==> config.mk <==
export PLATFORM = sky130hd
export DESIGN_NAME = abpt_ctrl
export DESIGN_NICKNAME = d
export VERILOG_FILES = /design/src/rtl/abpt_pkg.sv /design/src/rtl/abpt_ctrl.sv
export VERILOG_INCLUDE_DIRS = /design/src /design/src/rtl
export SDC_FILE = /design/constraint.sdc
export NUM_CORES = 1
export LEC_CHECK = 0
export ABC_AREA = 0
export BUFFER_PORTS_ARGS = -buffer_cell sky130_fd_sc_hd__buf_4
export CORE_AREA = 2 2 39 41
export DETAILED_ROUTE_END_ITERATION = 8
export DIE_AREA = 0 0 41 43
export HOLD_SLACK_MARGIN = 0.12
export SETUP_SLACK_MARGIN = 0.3
export SYNTH_ARGS = -nofsm -noshare
export SYNTH_HDL_FRONTEND = slang
export SYNTH_SLANG_ARGS = --single-unit
==> constraint.sdc <==
create_clock -name clk_i -period 3.3 [get_ports clk_i]
set_clock_uncertainty 0.2 [all_clocks]
set_input_delay 0.99 -clock clk_i [delete_from_list [all_inputs] [get_ports clk_i]]
set_output_delay 0.99 -clock clk_i [all_outputs]
set_load 0.01 [all_outputs]
==> src/rtl/adaptive_bit_probability_table_macros.svh <==
// assertion macros used by the bit probability table controller
`ifndef ADAPTIVE_BIT_PROBABILITY_TABLE_MACROS_SVH
`define ADAPTIVE_BIT_PROBABILITY_TABLE_MACROS_SVH

// same-cycle implication, checked outside reset
`define ABPT_ASSERT_NOW(label, clk, rst_n, ante, cons, msg) \
  label: assert property (@(posedge clk) disable iff (!(rst_n)) (ante) |-> (cons)) \
    else $error(msg);

// next-cycle implication, checked outside reset
`define ABPT_ASSERT_NEXT(label, clk, rst_n, ante, cons, msg) \
  label: assert property (@(posedge clk) disable iff (!(rst_n)) (ante) |=> (cons)) \
    else $error(msg);

`endif

==> src/rtl/abpt_pkg.sv <==
// shared constants and control types of the bit probability table
`timescale 1ns / 1ps
package abpt_pkg;

  // geometry of the entry store
  localparam int CTX_W     = 8;
  localparam int NODE_W    = 8;
  localparam int NODES     = 255;
  localparam int ADDR_W    = CTX_W + NODE_W;
  localparam int MEM_DEPTH = 1 << ADDR_W;

  // entry layout: hit count over probability
  localparam int PROB_W  = 16;
  localparam int CNT_W   = 8;
  localparam int ENTRY_W = CNT_W + PROB_W;

  // update numerator width (p*(c-1) + one + c/2 stays below 2^24)
  localparam int NUM_W = 24;

  localparam logic [PROB_W-1:0] HALF_PROB   = 16'h8000;
  localparam logic [PROB_W-1:0] MAX_PROB    = 16'hFFFF;
  localparam logic [NUM_W-1:0]  ONE_PROB    = 24'h01_0000;
  localparam logic [CNT_W-1:0]  LIMIT_RESET = 8'd255;

  localparam int IN_DATA_W  = 24;
  localparam int OUT_DATA_W = 16;

  // operation codes
  localparam logic OP_READ   = 1'b0;
  localparam logic OP_UPDATE = 1'b1;

  // controller to datapath
  typedef struct packed {
    logic clr_wr;
    logic capture;
    logic rd;
    logic mix;
    logic finish;
  } abpt_cmd_t;

  // datapath to controller
  typedef struct packed {
    logic clr_last;
    logic need_div;
    logic div_done;
  } abpt_sts_t;

endpackage

==> src/rtl/abpt_ctrl.sv <==
// controller: clearing sweep, item sequencing and output valid
`timescale 1ns / 1ps
module abpt_ctrl (
  input  logic                clk_i,
  input  logic                rst_ni,
  input  logic                s_valid_i,
  output logic                s_ready_o,
  output logic                m_valid_o,
  input  logic                m_ready_i,
  output abpt_pkg::abpt_cmd_t cmd_o,
  input  abpt_pkg::abpt_sts_t sts_i
);
  import abpt_pkg::*;
  `include "adaptive_bit_probability_table_macros.svh"

  typedef enum logic [2:0] {
    ST_CLEAR,
    ST_IDLE,
    ST_READ,
    ST_MIX,
    ST_DIV,
    ST_DONE
  } state_e;

  state_e state_q, state_d;
  logic   m_valid_q, m_valid_d;
  logic   out_free;

  assign out_free  = !m_valid_q || m_ready_i;
  assign s_ready_o = (state_q == ST_IDLE);
  assign m_valid_o = m_valid_q;

  // next state and commands
  always_comb begin
    state_d       = state_q;
    m_valid_d     = m_valid_q && !m_ready_i;
    cmd_o         = '0;
    case (state_q)
      ST_CLEAR: begin
        cmd_o.clr_wr = 1'b1;
        if (sts_i.clr_last) begin
          state_d = ST_IDLE;
        end
      end
      ST_IDLE: begin
        if (s_valid_i) begin
          cmd_o.capture = 1'b1;
          state_d       = ST_READ;
        end
      end
      ST_READ: begin
        cmd_o.rd = 1'b1;
        state_d  = ST_MIX;
      end
      ST_MIX: begin
        cmd_o.mix = 1'b1;
        state_d   = sts_i.need_div ? ST_DIV : ST_DONE;
      end
      ST_DIV: begin
        if (sts_i.div_done) begin
          state_d = ST_DONE;
        end
      end
      ST_DONE: begin
        if (out_free) begin
          cmd_o.finish = 1'b1;
          m_valid_d    = 1'b1;
          state_d      = ST_IDLE;
        end
      end
      default: begin
        state_d = ST_IDLE;
      end
    endcase
  end

  // state and output valid
  always_ff @(posedge clk_i or negedge rst_ni) begin
    if (!rst_ni) begin
      state_q   <= ST_CLEAR;
      m_valid_q <= 1'b0;
    end else begin
      state_q   <= state_d;
      m_valid_q <= m_valid_d;
    end
  end

  // checks
  `ABPT_ASSERT_NOW(a_div_done_in_div, clk_i, rst_ni, sts_i.div_done, state_q == ST_DIV, "divider done outside divide state")
  `ABPT_ASSERT_NEXT(a_finish_sets_valid, clk_i, rst_ni, cmd_o.finish, m_valid_q, "finished item not presented")
  `ABPT_ASSERT_NEXT(a_hold_pending, clk_i, rst_ni, (state_q == ST_DONE) && m_valid_q && !m_ready_i, state_q == ST_DONE, "waiting result overwritten")
  `ABPT_ASSERT_NOW(a_no_accept_in_clear, clk_i, rst_ni, cmd_o.clr_wr, !cmd_o.capture && !cmd_o.finish, "item activity during clearing sweep")

endmodule

After elaboration in Yosys (flattened, before gate mapping):

Cells that the tools add are included.

* register bits: 4
* output and inout bits: 7
* word-level logic and storage cells: 32

* eq/ne operators: 9
* multiplexer cells: 15
* reductions and logical operators: 6

Operator list (number)
* 3-bit one-hot mux with 6 select lines: 1
* 3-bit 2-to-1 mux: 4
* 1-bit 2-to-1 mux: 10
* 2-bit inequality test (second input constant): 4
* 3-bit by 2-bit equality test with 1-bit output (second input constant): 2
* 3-bit equality test (second input constant): 2
* 4-bit AND reduction: 1
* 3-bit by 1-bit equality test with 1-bit output (second input constant): 1
* 3-bit logical NOT: 1
* 1-bit logical NOT: 2
* 1-bit logical AND: 1
* 1-bit logical OR: 1

Depth between registers and ports, before layout:

Gate-level depths: netlist (run 1).

* word-level depth: 4
* mapped depth: 4
* gate-level depth less buffers: 3

Least setup slack after synthesis (run 1):

Ideal clock, no wire load.

* kind: in2out
* start: input m_ready_i
* end: output cmd_o[0] (netlist bit)
* arrival time: 1343 ps
* data required time: 2110 ps
* setup slack: 767 ps
* stages: 2
* path buffers: 0
* cell sequence: nand2b_1 and3_1

RTL lines
* start: declaration: line abpt_ctrl.sv:9 `input logic m_ready_i,`
* end: declaration: line abpt_ctrl.sv:10 `output abpt_pkg::abpt_cmd_t cmd_o,`

==> results of run 1 <==
==> cell type report <==
| cell class | instances | area, µm² |
|---|---|---|
| Fill cell | 150 | 998.5 |
| Multi-Input combinational cell | 21 | 145.1 |
| Sequential cell | 4 | 100.1 |
| Timing Repair Buffer | 13 | 97.59 |
| Clock buffer | 3 | 22.52 |
| Tap cell | 16 | 20.02 |
==> critical path: stages <==
cell and delay (ns):
buf_4 0.10, nand2b_1 0.16, and3_1 0.19, buf_4 0.14
==> placed cells by master, fill, tap and decap left out, types with 2 or more instances in the layout <==
| master | instances |
|---|---|
| buf_4 | 13 |
| dfrtp_1 | 4 |
| a21oi_1 | 3 |
| clkbuf_4 | 3 |
| nor2b_4 | 2 |
| nand2_1 | 2 |
| nor2_1 | 2 |
==> power by group <==
group	internal [mW]	switching [mW]
Combinational	0.122	0.0730
Sequential	0.0723	0.0505
Clock	0.0407	0.0201
Total	0.235	0.143
==> kinds of logic after synthesis <==
group | Yosys count | share of synthesized area
AO/OA/AOI/OAI | 6 | 0.1490
buffers and inverters | 2 | 0.05768
flip-flops | 4 | 0.3846
AND/OR/NAND/NOR | 15 | 0.4088
==> sequential cells by signal (all words and copies together) (netlist names) <==
name,count
m_valid_o,1
state_q,3
==> worst paths after layout <==
check / to / slack [ns]
worst max register to register: state_q[0] / 1.96
min in group asynchronous: state_q[2] / 0.35
max in group asynchronous: state_q[1] / 2.45
worst min-delay path: m_valid_o / 0.33
worst min register to register: m_valid_o / 0.33
worst max-delay path: cmd_o[0] / 0.52
==> layer usage <==
metal / share of wire / global-route usage / vias to the layer above
met3: 0.11 / 0.03665 / 0
met2: 0.44 / 0.1094 / 10
li1: - / - / 126
met5: 0 / 0 / -
met1: 0.44 / 0.08414 / 100
met4: 0 / 0.06000 / 0
==> metrics by stage <==
| step | std cells | util |
|---|---|---|
| 2_1_floorplan | 27 | - |
| 3_3_place_gp | 54 | 0.2622 |
| 3_5_place_dp | 54 | 0.2622 |
| 4_1_cts | 57 | 0.2785 |
| 5_1_grt | 57 | 0.2785 |
| 6_report | 57 | 0.2785 |
==> results.md, run 1 <==
* Outcome: completed
* Area grow syn2layout at 48.08%
* Leak at 0.1946 nW
* Worst Hold Launch: m_valid_o
* Max Root-Sink Buffers at 2
* H-Tree Level Count at 1
* Place WS at 0.5131 ns
* Synth cell count leaders: 4 x dfrtp_1, 3 x a21oi_1
* Max Freq at 0.3598 GHz
* Vias in the first global route at 206
* Starting density of the core at 0.1881
* WS Path Type: in2out
* Global-route wire length before repair at between 800 and 900 µm
* Post-detailed-route wirelength per cell at approximately 9.6 µm
* Setup violations, final at 0
* Final RePlAce weighted congestion at roughly 0.7
* R2R depth at 3
* Remaining antenna violation count at 0
* Initial antenna violation count at 0
* ANT cells at 0
* Synth Flop Type: dfrtp_1
* Avg Cell Area, Syn at 9.639 µm²
* Distinct cells, synth at 18
* Fin crit period at 2.780 ns
* Final critical-path share of the clock period at 0.8423
* CP startpoint: m_ready_i
* PostCTS Resize Cnt at 0
* Worst vdd ir at 0.2667 mV
* Pre-Repair DR Iteration Count at 2
* GRT Overall Usage at 0.07746
* Reg clk slew, reported paths at 0.04 ns
* Row count at 14
* Vias at roughly 240
* Nets at 50
* Area of placed instances at roughly 360 µm²
* Reg2Reg Launch Point: state_q[2]
* Post-route setup TNS at 0 ns
* Hold path depth at 2
* Core area at roughly 0.0014 mm²
* TritonCTS clock tree: done
* DRT Wirelength at 545 µm
* Post-synth EDFFs at 0
* Max-cap violations at 0
* Num Clock Sinks at 4
* Die Height at between 40 and 50 µm
* CP startpoint kind: input port
* GR Overflow Total at 0
* Post-Syn Area at 260.3 µm²
* Top area cells in the synthesized netlist: dfrtp_1 38%, nor2b_4 11%, a21oi_1 5.8%
* Max-slew violation count at 0
* Critical path capture point type: primary output
* Post-route cell area at 385.4 µm²
* PwrDens at 981.8 mW/mm²
* Req. time, crit path at roughly 2.1 ns
* PortBufs at 13
* Final Power at 0.3783 mW
* Layout cell share with drive strength beyond 1 at 0.5122
* Relative slew slack at 0.7693
* Syn nets at 34
* TritonCTS Buffers at 3
* Post-cts hold buffer count at 0
* DIE AREA at roughly 0.0018 mm²
* Ratio of routed vias to standard cells at 4.140
* Largest net degree at the start of global routing at 11
* Post-CTS Setup Repair Bufs at 0
* Most frequent cell after synthesis: dfrtp_1
* Dpl hpwl at roughly 440 µm
* 1st-iter DRT viols at 1
* Unrepaired setup endpoints after global routing: false
* Final hold violation count at 0
* Synth top area share at 0.3846
* Worst Path Max Fanout at 3
* WHS at 0.3252 ns
* DRC Markers at 0
* Share of flip-flops with an asynchronous set or reset at 1.000
* CTS root buffer: clkbuf_4
* Final worst slack at ~0.52 ns
* I/O Pins at 14
* Seq/Total Area, Yosys at 0.3846
* Critical path arrival at 1.59 ns
* YS warnings at 0
* Worst min path class: reg2reg
* Synth Register Bits at 4
* Post-Syn Instances at 27
* Actual slew at the worst max-slew pin at between 0.3 and 0.4 ns
* Die width at a little over 40 µm
* Leading area contributor after synthesis: dfrtp_1
* Clk Latency, worst-skew pair at 0.23 ns
No activity file was read; power rests on OpenSTA's default activity.
==> inputs of run 2 (changes only) <==
==> constraint.sdc (replaced) <==
create_clock -name clk_i -period 2.74 [get_ports clk_i]
set_clock_uncertainty 0.2 [all_clocks]
set_input_delay 0.822 -clock clk_i [delete_from_list [all_inputs] [get_ports clk_i]]
set_output_delay 0.822 -clock clk_i [all_outputs]
set_load 0.01 [all_outputs]
==> results.md, run 2 (synthesized netlist as in run 1, its figures left out) <==
* Outcome: completed
* R2R Path End: state_q[0]
* Final RePlAce weighted congestion at 0.6989 (-0.58%)
* Post-detailed-route wirelength per cell at 9.386 µm (-1.8%)
* R2R depth at 3 (unchanged)
* Area of placed instances at 362.8 µm² (unchanged)
* WS Path Type: in2out
* Final hold violation count at 0 (unchanged)
* Layout cell share with drive strength beyond 1 at 0.5610 (+0.04878)
* Max stage delay on crit path at 0.17 ns (-0.02 ns)
* DIE AREA at 0.001763 mm² (unchanged)
* Nets at 50 (unchanged)
* Crit-path cells: buf_4, nand2b_4, and3_1, buf_4
* Post-route cell area at 394.1 µm² (+2.3%)
* ANT cells at 0 (unchanged)
* CP endpoint: cmd_o[0]
* CTS root buffer: clkbuf_4
* Row count at 14 (unchanged)
* Final critical-path share of the clock period at 0.8726
* Slowest CP cell: and3_1
* Cell mode on critical path: buf_4
* I/O Pins at 14 (unchanged)
* CP startpoint kind: input port
* Max-cap violations at 0 (unchanged)
* PwrDens at 1171 mW/mm² (+19%)
* Largest net degree at the start of global routing at 11 (unchanged)
* Max Freq at 0.4183 GHz
* Leak at 0.1994 nW (+2.5%)
* Actual slew at the worst max-slew pin at 0.3565 ns (+0.01039 ns)
* Relative slew slack at 0.7624 (-0.006928)
* Clk Latency, worst-skew pair at 0.23 ns (about the same)
* FF-to-FF setup slack at 1.41 ns (-0.55 ns)
* Dpl hpwl at 406.6 µm (-8.6%)
* Largest register FFs at 3 (unchanged)
* DRC Markers at 0 (unchanged)
* CP startpoint: m_ready_i
* GR Overflow Total at 0 (unchanged)
* Worst vdd ir at 0.3374 mV (+26%)
* Critical path arrival at 1.37 ns (-0.22 ns)
* GRT Overall Usage at 0.07265 (-0.004811)
* TritonCTS Buffers at 3 (unchanged)
* Fill count at 153 (+2.0%)
* PortBufs at 13 (unchanged)
* Most frequent cells in the layout: 13 x buf_4, 3 x a21oi_1, 3 x clkbuf_4, 3 x dfrtp_1
* Post-cts hold buffer count at 0 (unchanged)
* Unrepaired setup endpoints after global routing: false
* Most common cell after layout, fill and taps aside: buf_4
* Starting density of the core at 0.1881 (unchanged)
* Worst min path class: in2async
* Reg clk slew, reported paths at 0.04 ns (about the same)
* H-Tree Level Count at 1 (unchanged)
* Reg2Reg Launch Point: state_q[2]
* Global-route wire length before repair at 779 µm (-10%)
* Remaining antenna violation count at 0 (unchanged)
* Die Height at 43 µm (unchanged)
* Max-slew violation count at 0 (unchanged)
* Num Clock Sinks at 4 (unchanged)
* Area grow syn2layout at 51.44%
* Pre-Repair DR Iteration Count at 3 (+1)
* TritonCTS clock tree: done
* Largest reg by FF count: state_q
* Req. time, crit path at 1.72 ns (-0.39 ns)
* Setup violations, final at 0 (unchanged)
* Die width at 41 µm (unchanged)
* DRT Wirelength at 535 µm (-1.8%)
* Vias at 244 (+3.4%)
* Vias in the first global route at 198 (-3.9%)
* Critical path capture point type: primary output
* Worst Path Max Fanout at 3 (unchanged)
* Max Root-Sink Buffers at 2 (unchanged)
* Post-route setup TNS at 0 ns (unchanged)
* Ratio of routed vias to standard cells at 4.281 (+3.4%)
* 1st-iter DRT viols at 5 (+4)
* Fin crit period at ~2.4 ns
* Core area at 0.001384 mm² (unchanged)
* Initial antenna violation count at 0 (unchanged)
==> run 2: area by class of cell <==
| class | instances | area, µm² | area share |
|---|---|---|---|
| multi-input combinational | 21 | 152.6 | 0.3873 |
| sequential | 4 | 101.3 | 0.2571 |
| timing repair buffer | 13 | 97.59 | 0.2476 |
| clock buffer | 3 | 22.52 | 0.05714 |
| tap | 16 | 20.02 | 0.05079 |
==> run 2: metal layers <==
layer | up-vias | share of wire | GRT usage
met3 | 2 | 0.14 | 0.03665
met5 | - | 0 | 0
li1 | 121 | - | -
met4 | 0 | 0.022 | 0.1000
met2 | 12 | 0.46 | 0.09063
met1 | 109 | 0.38 | 0.06863
==> run 2: per-stage QoR <==
stage	util	hold WS, ns	cells	setup slack [ns]	power (mW)
after floorplan	-	0.3264	27	0.5431	0.3056
after global placement	0.2622	0.3037	54	0.3033	0.3846
after detailed placement	0.2622	0.3201	54	0.3137	0.3868
after CTS	0.2785	0.1632	57	0.3112	0.4644
after global routing	0.2848	0.1700	57	0.3219	0.4965
final	0.2848	0.1732	57	0.3491	0.4615
==> run 2: timing repair <==
item	in CTS	in global routing
endpoints found under the setup margin	0	2
buffers inserted	0	0
gates resized for setup	0	2
==> run 2: worst min-delay path by stage <==
| stage | to | slack [ns] | cells past startpoint |
|---|---|---|---|
| after floorplan | m_valid_o | 0.33 | 0 |
| after global placement | m_valid_o | 0.30 | 2 |
| after detailed placement | m_valid_o | 0.32 | 2 |
| after CTS | m_valid_o | 0.16 | 1 |
| after global routing | m_valid_o | 0.17 | 1 |
| final | m_valid_o | 0.17 | 1 |
==> run 2: critical path: cells and delay by family <==
family / cells / cell delay [ns]
and+or+nand+nor: 2 / 0.30
buffers and inverters: 2 / 0.25
==> run 2: power breakdown <==
group | total (mW) | switching, mW | internal (mW) | leakage (nW)
registers | 0.153 | 0.0646 | 0.0887 | 0.0493
clock network | 0.0721 | 0.0232 | 0.0489 | 0.0138
logic | 0.236 | 0.0871 | 0.149 | 0.136
